<file path="config.mk">
export PLATFORM = sky130hd
export DESIGN_NAME = msc_mul
export DESIGN_NICKNAME = d
export VERILOG_FILES = /design/src/rtl/core/msc_pkg.sv /design/src/rtl/core/msc_mul.sv
export SDC_FILE = /design/constraint.sdc
export NUM_CORES = 2
export LEC_CHECK = 0
export BUFFER_PORTS_ARGS = -buffer_cell sky130_fd_sc_hd__buf_4
export CORE_MARGIN = 5
export CORE_UTILIZATION = 45
export DETAILED_ROUTE_END_ITERATION = 10
export PLACE_DENSITY_LB_ADDON = 0.1
export SYNTH_ARGS = -nofsm -noshare
export SYNTH_HDL_FRONTEND = slang
export SYNTH_SLANG_ARGS = --single-unit
</file>
<file path="constraint.sdc">
create_clock -name i_clk -period 23.9 [get_ports i_clk]
set_input_delay 4.78 -clock i_clk [delete_from_list [all_inputs] [get_ports i_clk]]
set_output_delay 4.78 -clock i_clk [all_outputs]
set_load 0.01 [all_outputs]
</file>
<file path="src/rtl/core/msc_pkg.sv">
// Shared types, constants and saturating helpers for the mass-spring chain step block.
`timescale 1ns / 1ps

package msc_pkg;

    localparam int NODES     = 4;
    localparam int ENTRIES   = 3 * NODES;
    localparam int ADDR_W    = $clog2(ENTRIES);
    localparam int NODE_W    = $clog2(NODES);
    localparam int CFG_IDX_W = 3;

    localparam int SQRT_STEPS = 32;
    localparam int DIV_STEPS  = 48;

    localparam logic [CFG_IDX_W-1:0] REG_INV_MASS = 3'd0;
    localparam logic [CFG_IDX_W-1:0] REG_GRAVITY  = 3'd1;
    localparam logic [CFG_IDX_W-1:0] REG_SPRING   = 3'd2;
    localparam logic [CFG_IDX_W-1:0] REG_RESTORE  = 3'd3;
    localparam logic [CFG_IDX_W-1:0] REG_DAMPING  = 3'd4;

    localparam logic KIND_LOAD = 1'b0;
    localparam logic KIND_STEP = 1'b1;

    localparam logic signed [31:0] SAT_MAX = 32'sh7FFFFFFF;
    localparam logic signed [31:0] SAT_MIN = 32'sh80000000;

    typedef struct packed {
        logic               kind;
        logic [1:0]         node_index;
        logic signed [31:0] coord_x;
        logic signed [31:0] coord_y;
        logic signed [31:0] coord_z;
        logic [16:0]        time_step;
        logic signed [31:0] push_force;
    } t_in_word;

    typedef struct packed {
        logic [1:0]         out_node;
        logic signed [31:0] pos_x;
        logic signed [31:0] pos_y;
        logic signed [31:0] pos_z;
        logic               last;
    } t_out_word;

    typedef enum logic {
        OP_SQRT = 1'b0,
        OP_DIV  = 1'b1
    } t_iter_op;

    typedef struct packed {
        logic     start;
        t_iter_op op;
    } t_iter_req;

    // Saturating 32-bit add
    function automatic logic signed [31:0] sat_add(input logic signed [31:0] a,
                                                   input logic signed [31:0] b);
        logic signed [32:0] s;
        s = 33'(a) + 33'(b);
        if (s[32] != s[31]) begin
            return s[32] ? SAT_MIN : SAT_MAX;
        end
        return s[31:0];
    endfunction

    // Saturating 32-bit subtract
    function automatic logic signed [31:0] sat_sub(input logic signed [31:0] a,
                                                   input logic signed [31:0] b);
        logic signed [32:0] s;
        s = 33'(a) - 33'(b);
        if (s[32] != s[31]) begin
            return s[32] ? SAT_MIN : SAT_MAX;
        end
        return s[31:0];
    endfunction

    // Q16.16 product: floor shift by 16, then saturate
    function automatic logic signed [31:0] fx_sat(input logic signed [63:0] p);
        logic signed [63:0] q;
        q = p >>> 16;
        if (q > 64'sh000000007FFFFFFF) begin
            return SAT_MAX;
        end
        if (q < 64'shFFFFFFFF80000000) begin
            return SAT_MIN;
        end
        return q[31:0];
    endfunction

    // Length change of two unsigned 33-bit lengths, saturated
    function automatic logic signed [31:0] sat_chg(input logic [32:0] len,
                                                   input logic [32:0] len0);
        logic signed [33:0] d;
        d = signed'({1'b0, len}) - signed'({1'b0, len0});
        if (d > 34'sh07FFFFFFF) begin
            return SAT_MAX;
        end
        if (d < 34'sh380000000) begin
            return SAT_MIN;
        end
        return d[31:0];
    endfunction

endpackage

</file>
<file path="src/rtl/core/msc_mul.sv">
// Shared 32x32 signed multiplier with registered product and Q16.16 rescale.
`timescale 1ns / 1ps

module msc_mul (
    input  logic               i_clk,
    input  logic signed [31:0] i_a,
    input  logic signed [31:0] i_b,
    output logic signed [63:0] o_prod,
    output logic signed [31:0] o_fx
);

    logic signed [63:0] r_prod;
    logic signed [63:0] n_prod;

    // Form the full product
    assign n_prod = 64'(i_a) * 64'(i_b);

    // Register it every cycle
    always_ff @(posedge i_clk) begin
        r_prod <= n_prod;
    end

    assign o_prod = r_prod;
    assign o_fx   = msc_pkg::fx_sat(r_prod);

endmodule

</file>
### Word level (Yosys, flattened, before mapping)

Cells that the tools add are included.

| word-level totals | value |
|---|---|
| bits in registers | 64 |
| input port bits | 65 |
| output and inout port bits | 96 |

| operators by class | value |
|---|---|
| multiply operators | 1 |
| order comparisons | 2 |
| mux-type cells | 7 |

Operator list:

| cell | count |
|---|---|
| 2-to-1 mux 32 bit | 4 |
| multiplier 32 x 32 -> 64 bit | 1 |
| > comparator 48 x 32 -> 1 bit (second input constant) | 1 |
| less-than comparator 48 x 32 -> 1 bit (second input constant) | 1 |
| 2-to-1 mux 1 bit | 3 |

### Longest topological paths before layout

| depth | value |
|---|---|
| depth in word-level cells | 5 |
| mapped depth | 28 |
| gate-level depth less buffers | 26 |

### Worst setup path before layout

No wires, ideal clock.

| path | value |
|---|---|
| path type | input port to flip-flop |
| start point | input i_b[3] |
| end point | register r_prod[63], in the netlist o_prod[63] |
| library setup time | 128 ps |
| arrival | 11932 ps |
| data required time | 23772 ps |
| path slack | 11840 ps |
| stages | 24 |
| buffers on the path | 1 |
| cell sequence | clkbuf_1 > and2_1 > fa_1 > fa_1 > fa_1 > fa_1 > inv_1 > fa_1 > inv_1 > fa_1 > inv_1 > fa_1 > inv_1 > fa_1 > ha_1 > a21o_1 > a21o_1 > a21oi_1 > o21ai_0 > a211oi_1 > o21ai_0 > a41oi_2 > mux2i_1 > nand4_1 |

| between the ends | value |
|---|---|
| word-level cells in the longest chain between the ends | 1 |

Ends and longest elaborated chain:

| what | line | text |
|---|---|---|
| from (decl) | msc_mul.sv:7 | `input logic signed [31:0] i_b,` |
| multiplier 32 x 32 -> 64 bit | msc_mul.sv:16 | `assign n_prod = 64'(i_a) * 64'(i_b);` |
| named net n_prod[63] | msc_mul.sv:13 | `logic signed [63:0] n_prod;` |
| to (signal assigned) | msc_mul.sv:20 | `r_prod <= n_prod;` |
| to (decl) | msc_mul.sv:12 | `logic signed [63:0] r_prod;` |

The timed path passes the listed nets, and every way through them passes these cells.

### Worst setup path after layout

| path | value |
|---|---|
| start point | input i_b[2] |
| end point | register r_prod[63], in the netlist o_prod[63] |

Same word-level chain as after synthesis.

==> results list <==
- Along the worst path, the maximum fanout reaches 32.
- The detailed router placed 25786 vias in this run.
- For this run, the slowest stage of the critical path takes 990 ps.
* Status: completed
- Sequential cell area fraction in the yosys report: 0.0339
* Post-Route Setup TNS: 0 ps
- After floorplanning, the core was sized to cover about 0.083 mm2.
- Largest register FFs: 64
- The floorplan step defined a die boundary enclosing 0.0899 mm2.
- Max-cap violations in this run came to 0.
- Final net count: approximately 5300
- Pin placement for this block handled roughly 160 I/O pins.
* Category of the critical setup timing path: in -> reg
- GRT Util Overall: 0.244
- Post-Route Utilization: 0.478
* Deepest clock path buffer count: 2
- After detailed routing, the number of remaining DRC violations is 0.
- Type of the most critical hold path: in -> reg
- The initial antenna violation count was 0.
- Port-buffer cells: 160
- The clock net in this run drives a total of 64 sinks.
- Synthesized area per cell: about 9.5 um2
- Initial Util: 0.453
- Counting flops with an async set or reset pin after synthesis yields a share of 0.
- Final count of hold timing violations: 0
- Top-count cell post-synth: fa_1
* Clock transition at the registers of the reported paths: around 60 ps
- CP required: between 20000 and 25000 ps
* Slew at the pin closest to its max-slew limit: between 600 and 700 ps
* Net count after synthesis: about 5300
* Post-cts repair resize count: 0
* Diodes inserted: 0
- The detail route stage leaves a number of antenna-violating nets equal to 0.
* Yosys warning total: 0
- Setup violations remaining at the end of the flow were counted as 0.
* Final cycle utilization of the critical path: 0.526
* Number of synthesized flops with an enable pin: 0
- Post-synthesis instance area: around 0.038 mm2
* Buffer count from post-CTS setup fixing: 0
- Data arrival time of the worst path: 12790 ps
- The via count of the first global-routing pass was ~28000.
* Highest achievable clock rate: between 0.07 and 0.08 GHz
- Worst setup SP type: input port
- Post-synthesis sequential element count: 64
- STA classifies the critical path endpoint as a flop.
- The wire-length estimate of the detail-placed layout is just under 90 mm.
- For this run, the leading register cell type out of synthesis is dfxtp_1.
- The number of hold buffers added after CTS was 0.
- From left edge to right edge, the die measures roughly 300 um.
- From bottom edge to top edge, the die measures approximately 300 um.
- Most prevalent standard cell on the critical path: fa_1
- The worst path needs about 13000 ps of the cycle, external delays included.
* Critical Path Slowest Stage Cell: fa_1
* First DRT Iteration DRCs: 1477
- The number of different library cells used by synthesis comes to 61.
- The first global-routing pass estimated 169 mm of wire.
- Routability-driven placement finished with a final weighted congestion of 0.855.
* Post-synth top cells: fa_1 (1082), inv_1 (968), and2_1 (524)
* CTS HTree Levels: 3
* Number of CTS-inserted buffers: 9
- The first TritonRoute pass finished after 6 iterations.
* Library cell with the largest summed area after synthesis: fa_1
* TritonCTS clock tree: yes
- The number of max-slew violations in the final report was 0.
* Worst slew margin relative to its limit: 0.541
- Dividing the detail-routed via count by the number of cells gives ~5.1.
- In this run the core area contains roughly 110 standard-cell rows.
* Layout cells sized above 1: 0.0527
- Ranked by total cell area, the synthesized netlist is headed by fa_1 (57%), inv_1 (9.6%), and2_1 (8.7%), ha_1 (6.1%), nand2_1 (5.0%).
* Avg WL per Cell: 21.4 um
- Sum of overflow across all layers after global routing: 0
* Setup repair after global routing missed its margin: no
- Clock root buffer: clkbuf_16
- Number of cells produced by synthesis: 3965
- Top cell type's share of synthesized area: 0.573
- Compared with the post-synthesis result, the final layout area differs by 5.50%.
* Final WL: between 100 and 150 mm
* Maximum number of pins on one net before global-route repair: 33
==> final cells by class <==
cell class,instances,area (um2)
Fill cell,8017,43500
Multi-Input combinational cell,2718,32100
Timing Repair Buffer,164,1230
Tap cell,1080,1350
Clock buffer,11,243
Inverter,968,3630
Clock inverter,5,56.3
Sequential cell,64,1280
==> worst paths after layout <==
kind | end | start | depth (start not counted)
worst max-delay path | o_prod[63] | i_b[2] | 25
worst min-delay path | o_prod[0] | i_b[0] | 2
==> through the flow <==
step / hold slack [ps] / cell area [um2] / std cells / setup slack, ps
2_1_floorplan: 4910 / 37800 / 3965 / 11840
3_3_place_gp: 5180 / 39600 / 4994 / 11100
3_5_place_dp: 5170 / 39600 / 4994 / 10990
4_1_cts: 4920 / 39900 / 5010 / 11330
5_1_grt: 4930 / 39900 / 5010 / 10900
6_report: 4950 / 39900 / 5010 / 11330
==> layout by cell type (no fill, tap or decap), types with 4 or more instances in the layout <==
cell	instances
a21oi_1	56
o21ai_1	7
nand2b_1	9
nor3_1	5
inv_1	968
a211oi_1	7
nand2_1	503
xnor2_1	46
fa_1	1082
o21a_1	6
a31oi_1	9
o211ai_1	4
nand4_1	22
clkbuf_16	9
a21o_1	71
and2_1	524
a211o_1	5
dfxtp_1	64
o21bai_1	9
nor4_1	5
nand3_1	13
and3_1	9
buf_4	164
nor2_1	48
o21ai_0	18
xor2_1	26
ha_1	184
==> per-layer routing <==
metal  share of wire  up-vias  track usage
li1                -    11258            -
met5               0        -            0
met4           0.019        0       0.0398
met3           0.034       92       0.0184
met2            0.55      531        0.466
met1            0.39    13905        0.308
==> kinds of logic after synthesis <==
group / count (synthesis) / synth area share
mux: 1 / 0.000265
simple gates: 1147 / 0.153
flops: 64 / 0.0339
buf+inv: 1183 / 0.118
fa+ha+maj: 1266 / 0.634
compound gates: 232 / 0.0445
xor+xnor: 72 / 0.0167
==> critical path: cells and delay by family <==
kind | cells | cell delay, ps
adders and majority gates | 9 | 5100
buffers and inverters | 6 | 1010
and+or+nand+nor | 2 | 240
AOI/OAI and AO/OA | 7 | 1390
muxes | 1 | 210
Power is not shown: default switching activity piles up to over one toggle a cycle in this logic, so the estimate is an artifact.
