--- src/rtl/core/msc_pkg.sv ---
// Shared types, constants and saturating helpers for the mass-spring chain step block.
`timescale 1ns / 1ps

package msc_pkg;

    localparam int NODES     = 4;
    localparam int ENTRIES   = 3 * NODES;
    localparam int ADDR_W    = $clog2(ENTRIES);
    localparam int NODE_W    = $clog2(NODES);
    localparam int CFG_IDX_W = 3;

    localparam int SQRT_STEPS = 32;
    localparam int DIV_STEPS  = 48;

    localparam logic [CFG_IDX_W-1:0] REG_INV_MASS = 3'd0;
    localparam logic [CFG_IDX_W-1:0] REG_GRAVITY  = 3'd1;
    localparam logic [CFG_IDX_W-1:0] REG_SPRING   = 3'd2;
    localparam logic [CFG_IDX_W-1:0] REG_RESTORE  = 3'd3;
    localparam logic [CFG_IDX_W-1:0] REG_DAMPING  = 3'd4;

    localparam logic KIND_LOAD = 1'b0;
    localparam logic KIND_STEP = 1'b1;

    localparam logic signed [31:0] SAT_MAX = 32'sh7FFFFFFF;
    localparam logic signed [31:0] SAT_MIN = 32'sh80000000;

    typedef struct packed {
        logic               kind;
        logic [1:0]         node_index;
        logic signed [31:0] coord_x;
        logic signed [31:0] coord_y;
        logic signed [31:0] coord_z;
        logic [16:0]        time_step;
        logic signed [31:0] push_force;
    } t_in_word;

    typedef struct packed {
        logic [1:0]         out_node;
        logic signed [31:0] pos_x;
        logic signed [31:0] pos_y;
        logic signed [31:0] pos_z;
        logic               last;
    } t_out_word;

    typedef enum logic {
        OP_SQRT = 1'b0,
        OP_DIV  = 1'b1
    } t_iter_op;

    typedef struct packed {
        logic     start;
        t_iter_op op;
    } t_iter_req;

    // Saturating 32-bit add
    function automatic logic signed [31:0] sat_add(input logic signed [31:0] a,
                                                   input logic signed [31:0] b);
        logic signed [32:0] s;
        s = 33'(a) + 33'(b);
        if (s[32] != s[31]) begin
            return s[32] ? SAT_MIN : SAT_MAX;
        end
        return s[31:0];
    endfunction

    // Saturating 32-bit subtract
    function automatic logic signed [31:0] sat_sub(input logic signed [31:0] a,
                                                   input logic signed [31:0] b);
        logic signed [32:0] s;
        s = 33'(a) - 33'(b);
        if (s[32] != s[31]) begin
            return s[32] ? SAT_MIN : SAT_MAX;
        end
        return s[31:0];
    endfunction

    // Q16.16 product: floor shift by 16, then saturate
    function automatic logic signed [31:0] fx_sat(input logic signed [63:0] p);
        logic signed [63:0] q;
        q = p >>> 16;
        if (q > 64'sh000000007FFFFFFF) begin
            return SAT_MAX;
        end
        if (q < 64'shFFFFFFFF80000000) begin
            return SAT_MIN;
        end
        return q[31:0];
    endfunction

    // Length change of two unsigned 33-bit lengths, saturated
    function automatic logic signed [31:0] sat_chg(input logic [32:0] len,
                                                   input logic [32:0] len0);
        logic signed [33:0] d;
        d = signed'({1'b0, len}) - signed'({1'b0, len0});
        if (d > 34'sh07FFFFFFF) begin
            return SAT_MAX;
        end
        if (d < 34'sh380000000) begin
            return SAT_MIN;
        end
        return d[31:0];
    endfunction

endpackage

--- src/rtl/core/msc_iter.sv ---
// Iterative unit: 64-bit integer square root (2 bits a cycle) and 48/33 restoring divide.
`timescale 1ns / 1ps

module msc_iter (
    input  logic               i_clk,
    input  logic               i_rst_n,
    input  msc_pkg::t_iter_req i_req,
    input  logic [63:0]        i_radicand,
    input  logic [47:0]        i_num,
    input  logic [32:0]        i_den,
    output logic               o_done,
    output logic [32:0]        o_res
);

    logic              r_busy, n_busy;
    logic              r_done, n_done;
    logic [5:0]        r_cnt, n_cnt;
    msc_pkg::t_iter_op r_op;
    logic [63:0]       r_x, r_r, r_bit;
    logic [47:0]       r_num;
    logic [33:0]       r_rem;
    logic [47:0]       r_quo;
    logic [32:0]       r_den;

    logic [63:0]       w_t;
    logic              w_ge;
    logic [33:0]       w_rem_sh;
    logic              w_rem_ge;
    logic              w_last;

    // One root step and one divide step
    assign w_t      = r_r + r_bit;
    assign w_ge     = (r_x >= w_t);
    assign w_rem_sh = {r_rem[32:0], r_num[47]};
    assign w_rem_ge = (w_rem_sh >= {1'b0, r_den});
    assign w_last   = (r_op == msc_pkg::OP_SQRT) ? (r_cnt == 6'(msc_pkg::SQRT_STEPS - 1))
                                                 : (r_cnt == 6'(msc_pkg::DIV_STEPS - 1));

    // Sequence the iterations
    always_comb begin
        n_busy = r_busy;
        n_done = 1'b0;
        n_cnt  = r_cnt;
        if (i_req.start) begin
            n_busy = 1'b1;
            n_cnt  = '0;
        end else if (r_busy) begin
            n_cnt = r_cnt + 6'd1;
            if (w_last) begin
                n_busy = 1'b0;
                n_done = 1'b1;
            end
        end
    end

    always_ff @(posedge i_clk) begin
        if (!i_rst_n) begin
            r_busy <= 1'b0;
            r_done <= 1'b0;
            r_cnt  <= '0;
        end else begin
            r_busy <= n_busy;
            r_done <= n_done;
            r_cnt  <= n_cnt;
        end
    end

    // Load operands, then advance one step a cycle
    always_ff @(posedge i_clk) begin
        if (i_req.start) begin
            r_op  <= i_req.op;
            r_x   <= i_radicand;
            r_r   <= '0;
            r_bit <= 64'h4000_0000_0000_0000;
            r_num <= i_num;
            r_rem <= '0;
            r_quo <= '0;
            r_den <= i_den;
        end else if (r_busy) begin
            if (r_op == msc_pkg::OP_SQRT) begin
                if (w_ge) begin
                    r_x <= r_x - w_t;
                    r_r <= (r_r >> 1) + r_bit;
                end else begin
                    r_r <= r_r >> 1;
                end
                r_bit <= r_bit >> 2;
            end else begin
                r_num <= r_num << 1;
                if (w_rem_ge) begin
                    r_rem <= w_rem_sh - {1'b0, r_den};
                    r_quo <= {r_quo[46:0], 1'b1};
                end else begin
                    r_rem <= w_rem_sh;
                    r_quo <= {r_quo[46:0], 1'b0};
                end
            end
        end
    end

    assign o_done = r_done;
    assign o_res  = (r_op == msc_pkg::OP_SQRT) ? r_r[32:0] : r_quo[32:0];

endmodule

--- config.mk ---
export PLATFORM = sky130hd
export DESIGN_NAME = msc_iter
export DESIGN_NICKNAME = d
export VERILOG_FILES = /design/src/rtl/core/msc_pkg.sv /design/src/rtl/core/msc_iter.sv
export SDC_FILE = /design/constraint.sdc
export NUM_CORES = 1
export LEC_CHECK = 0
export BUFFER_PORTS_ARGS = -buffer_cell sky130_fd_sc_hd__buf_2
export CAP_MARGIN = 20
export CORE_UTILIZATION = 68
export CTS_BUF_LIST = sky130_fd_sc_hd__clkbuf_8
export CTS_CLUSTER_DIAMETER = 150
export DETAILED_ROUTE_END_ITERATION = 8
export MAX_ROUTING_LAYER = met4
export PLACE_DENSITY_LB_ADDON = 0.15
export SYNTH_ARGS = -nofsm -noshare
export SYNTH_HDL_FRONTEND = slang
export SYNTH_SLANG_ARGS = --single-unit
export TNS_END_PERCENT = 1
--- constraint.sdc ---
create_clock -name i_clk -period 23.1 [get_ports i_clk]
set_input_delay 5.775 -clock i_clk [delete_from_list [all_inputs] [get_ports i_clk]]
set_output_delay 5.775 -clock i_clk [all_outputs]
set_load 0.005 [all_outputs]
# Yosys cells after proc, flatten, opt, wreduce, memory -nomap -nowiden

Index checks and enable logic that the tools add are counted.

Word-level logic and storage cells: 49
Output and inout bits: 34
Register bits: 316
Bits of input ports: 149

Reduce and logical (&&, ||, !) cells: 9
$lt $le $gt $ge: 2
Equal/unequal tests: 3
Add/subtract/negate cells: 5
Muxes and demuxes: 16
Bitwise logic cells: 3

Operator list:

| cell                                                | count |
|---|---|
| 2-to-1 mux 64 bit                                   | 5 |
| 2-to-1 mux 48 bit                                   | 3 |
| 2-to-1 mux 33 bit                                   | 2 |
| adder 63 x 63 -> 64 bit                             | 1 |
| adder 64 x 63 -> 64 bit                             | 1 |
| greater-or-equal comparator 64 bit                  | 1 |
| subtractor 64 bit                                   | 1 |
| greater-or-equal comparator 34 x 33 -> 1 bit        | 1 |
| subtractor 33 bit                                   | 1 |
| adder 6 x 1 -> 6 bit, second input constant         | 1 |
| equality test 6 x 5 -> 1 bit, second input constant | 1 |
| equality test 6 bit, second input constant          | 1 |
| 2-to-1 mux 1 bit                                    | 6 |
| AND reduction 2 bit                                 | 3 |
| nonzero test 2 bit                                  | 3 |
| inverter 1 bit                                      | 3 |
| AND reduction 3 bit                                 | 1 |
| OR reduction 3 bit                                  | 1 |
| inequality test 2 bit, second input constant        | 1 |
| OR reduction 2 bit                                  | 1 |

# Depth between registers and ports, before layout

Word-level depth: 6
Mapped depth: 27
Depth with buffers taken out: 25

# Worst setup path before layout

OpenSTA, ideal clock, no wires.

Kind: register -> register
Start: register r_r[2]
End: register r_x[0], enable pin
Buffers on the path: 3
Clock period less this slack: 9.445 ns
Stages on the path, launching flop included: 24
Library setup time: 0.575 ns
Data arrival time: 8.871 ns
Data required time: 22.525 ns
Setup slack: 13.655 ns
Path through: dfxtp_1 > ha_1 > a31o_2 > a31oi_1 > o31a_1 > o211ai_1 > a211oi_2 > a21oi_1 > or2_1 > a21oi_1 > nor2_1 > nor2_1 > xor2_1 > ha_1 > clkbuf_1 > nand4_1 > nand2b_1 > nor2b_1 > and4b_1 > o21ai_1 > a31oi_2 > buf_2 > buf_2 > o21ai_0

Longest elaborated chain between the ends: 4

RTL lines:

| item                               | line           | RTL |
|---|---|---|
| start: declaration                 | msc_iter.sv:19 | `logic [63:0] r_x, r_r, r_bit;` |
| start signal: assignment           | msc_iter.sv:83 | `r_r <= (r_r >> 1) + r_bit;` |
| start signal: assignment           | msc_iter.sv:85 | `r_r <= r_r >> 1;` |
| adder 64 x 63 -> 64 bit            | msc_iter.sv:32 | `assign w_t = r_r + r_bit;` |
| greater-or-equal comparator 64 bit | msc_iter.sv:33 | `assign w_ge = (r_x >= w_t);` |
| nonzero test 2 bit (no line)       | n/a            |  |
| AND reduction 3 bit (no line)      | n/a            |  |
| end signal: assignment             | msc_iter.sv:72 | `r_x <= i_radicand;` |
| end signal: assignment             | msc_iter.sv:82 | `r_x <= r_x - w_t;` |
| end: declaration                   | msc_iter.sv:19 |  |

No other way between the ends.
A chain may end at the register's enable or synchronous reset.

# Final worst setup path

Start: register r_op
End: output o_res[27]

Longest elaborated chain between the ends: 1

RTL lines:

| item                     | line            | RTL |
|---|---|---|
| start: declaration       | msc_iter.sv:18  | `msc_pkg::t_iter_op r_op;` |
| start signal: assignment | msc_iter.sv:71  | `r_op <= i_req.op;` |
| 2-to-1 mux 33 bit        | msc_iter.sv:102 | `assign o_res = (r_op == msc_pkg::OP_SQRT) ? r_r[32:0] : r_quo[32:0];` |
| end: declaration         | msc_iter.sv:12  | `output logic [32:0] o_res` |

No other way between the ends.

==> flow_summary.json <==
{
  "post-cts-setup-buffer-count": 0,
  "drt_iter0_markers": 1532,
  "slew_headroom_pct": 27.6,
  "synth_flop_cell": "dfxtp_1",
  "synth.yosys.seq_area_share_pct": 34.2,
  "drc": 0,
  "antenna_found_initial": 0,
  "finalSetupViolCount": 0,
  "die_area_mm2": 0.0342,
  "setup_tns_ns": 0,
  "drive_above_1_share_pct": 13.8,
  "start_kind": "flop",
  "synth_nets": 3034,
  "rows": 66,
  "cts_hold_buf": 0,
  "fin_skew_ns": 0.0276,
  "ys_async_sr_fraction_pct": 0,
  "hpwl_um": 41800,
  "slew_violations": 0,
  "clk_pin_slew_worst_paths_ns": 0.06,
  "syn_inst": 2719,
  "synth.area.top_cells": "edfxtp_1 19%, dfxtp_1 15%, ha_1 9.0%",
  "critical_path.endpoint": "o_res[27]",
  "syn_avg_cell_area_um2": 8.38,
  "grt_pass1_vias": 19400,
  "synth_warnings": 0,
  "nNetsFinal": 3131,
  "critPathMaxFanout": 43,
  "min_period_ns": 7.82,
  "antenna_cells": 0,
  "synth_area_leader_cell": "edfxtp_1",
  "p_leak_nw": 9.88,
  "synth-seq-cells": 316,
  "period_share_pct": 33.9,
  "grt_busiest_layer": "met2",
  "hold_viol": 0,
  "cts.sink_count": 316,
  "utilization_pct": 75.9,
  "regToRegSetupSlack_ns": 15.61,
  "h-tree-depth": 2,
  "rsz0062_at_grt": "no",
  "first_pass_iters": 5,
  "grtUsageMet2_pct": 55.4,
  "ir_worst_vdd_mv": 0.0710,
  "clkLatencyLatePin_ns": 0.67,
  "wire_per_inst_um": 17.9,
  "area_growth_pct": 9.13,
  "ys_types": 89,
  "status": "completed",
  "syn_area_mm2": 0.0228,
  "core_area_mm2": 0.0328,
  "totalWireLength_um": 59000,
  "gr-total-overflow": 0,
  "p_seq_share_pct": 37.1,
  "gp_congestion": 0.975,
  "portBuffers": 182,
  "comb_power_share_pct": 35.6,
  "cts_tree": "built",
  "ant_nets": 0,
  "cp.required_ns": 17.33,
  "grt_pass1_wl_um": 95200,
  "reg2reg_depth": 23,
  "start_util_pct": 69.5,
  "power.internal_mw": 1.20,
  "die_w_um": 185,
  "grt_util_met3_pct": 6.25,
  "crit_start": "r_op",
  "io_pins": 183,
  "vias": 20800,
  "max-cap-violations": 0,
  "final_common_cell": "nand2_1",
  "use_met1_pct": 45.4,
  "path_class": "flop to output pin",
  "swShare_pct": 37.0,
  "powerDensity_mw_per_mm2": 76.5,
  "yosys.area.top_type_share_pct": 19.2,
  "endpoint_kind": "output pin",
  "final_cell_mix": "376 x nand2_1, 266 x a21oi_1, 228 x nor2_1, 185 x o21ai_0, 181 x buf_2",
  "reg2reg_to": "r_x[61]",
  "avgViaCountPerCell": 6.29,
  "ctsResizeCount": 0,
  "synth_edf_count": 146,
  "fmax_ghz": 0.128,
  "cts_buffers": 54,
  "die_y_um": 185,
  "hold_path.class": "flop to flop",
  "root_buffer": "clkbuf_8",
  "worstMarginPinSlew_ns": 1.09,
  "reg2reg_from": "r_r[2]",
  "grt_max_degree": 93,
  "switchingPower_mw": 0.703,
  "clockBufferDepth": 3,
  "grt_usage_pct": 35.2,
  "clkPwrFrac_pct": 27.3,
  "arrival_ns": 2.04
}
## kinds of logic (layout without fill, tap and decap cells)
group	Yosys count	in the layout	synth area share, %
and+or+nand+nor	859	859	16.9
xor gates and xnor gates	184	184	7.07
AOI/OAI and AO/OA	852	852	23.5
muxes	110	110	5.25
adders and majority gates	166	166	9.18
buffers and inverters	232	374	4.01
DFF	316	316	34.2
## per-layer routing
layer / vias to the layer above / wire, µm
li1: 10100 / -
met1: 9676 / 26100
met2: 859 / 26600
met3: 144 / 4480
met4: 0 / 1790
met5: - / 0
## how the worst min path moves through the flow
stage / start / endpoint / cells past startpoint
4_1_cts: r_quo[32] / r_quo[32] / 2
3_3_place_gp: r_quo[29] / r_quo[30] / 2
3_5_place_dp: r_quo[32] / r_quo[32] / 2
2_1_floorplan: r_quo[32] / r_quo[32] / 2
6_report: r_quo[32] / r_quo[32] / 2
5_1_grt: r_quo[19] / r_quo[20] / 2
## stage by stage
stage	area (µm²)	total power [mW]	instances	hold WS [ns]	setup slack (ns)
2_1_floorplan	22800	1.22	2719	0.433	13.65
3_3_place_gp	23800	1.35	3202	0.448	14.87
3_5_place_dp	23800	1.37	3202	0.450	14.73
4_1_cts	24900	1.90	3303	0.458	15.24
5_1_grt	24900	2.01	3303	0.494	15.20
6_report	24900	1.90	3303	0.465	15.28
## synthesized netlist by cell type (6+ instances only)
cell type  instances
a31oi_1           61
nor2_1           229
edfxtp_1         146
and2_1            18
o21a_1            15
xor2_1            84
dfxtp_1          170
inv_1             78
o211ai_1          12
nand3_1           32
o31a_1             6
nor3_1            27
o31ai_1           22
nand2b_1          17
nand2_1          377
buf_2             28
buf_1              6
o22ai_1            8
nor4_1             9
nand4_1           43
a21oi_1          266
a21o_1            60
or3_1             22
a311oi_1          20
ha_1             164
o21bai_1          39
a211oi_2           6
and3_1            19
mux2i_1           33
mux2_2            77
clkbuf_1         117
o21ai_0          186
a31o_2            10
nor2b_1           34
xnor2_1          100
a211oi_1          50
o21ai_1           27
## flip-flops by register name, summed over array words and instances (netlist names)
signal and count:
r_rem 33, o_done 1, r_num 48, r_bit 32
r_den 33, r_x 64, r_quo 33, r_op 1
r_r 64, r_cnt 6, r_busy 1
## power by group through the flow
stage | registers, mW | logic, mW | clock network [mW]
floorplan | 0.692 | 0.529 | 0
global placement | 0.711 | 0.643 | 0
detailed placement | 0.712 | 0.662 | 0
CTS | 0.703 | 0.666 | 0.528
global route | 0.710 | 0.748 | 0.554
finish | 0.705 | 0.677 | 0.519
## final cells by class
type | instances | area [µm²]
well taps | 442 | 553
fillers | 2408 | 7920
inverters | 79 | 297
multi-input cells | 2171 | 14100
clock buffers | 63 | 867
flip-flops and latches | 316 | 7790
clock inverters | 38 | 231
repair buffers | 194 | 1010
## critical path, stage by stage (launching register included)
cell	delay [ns]
edfxtp_1	0.33
buf_4	0.43
mux2_2	0.45
buf_2	0.15
Note: power is estimated with default switching activity, not from simulation.
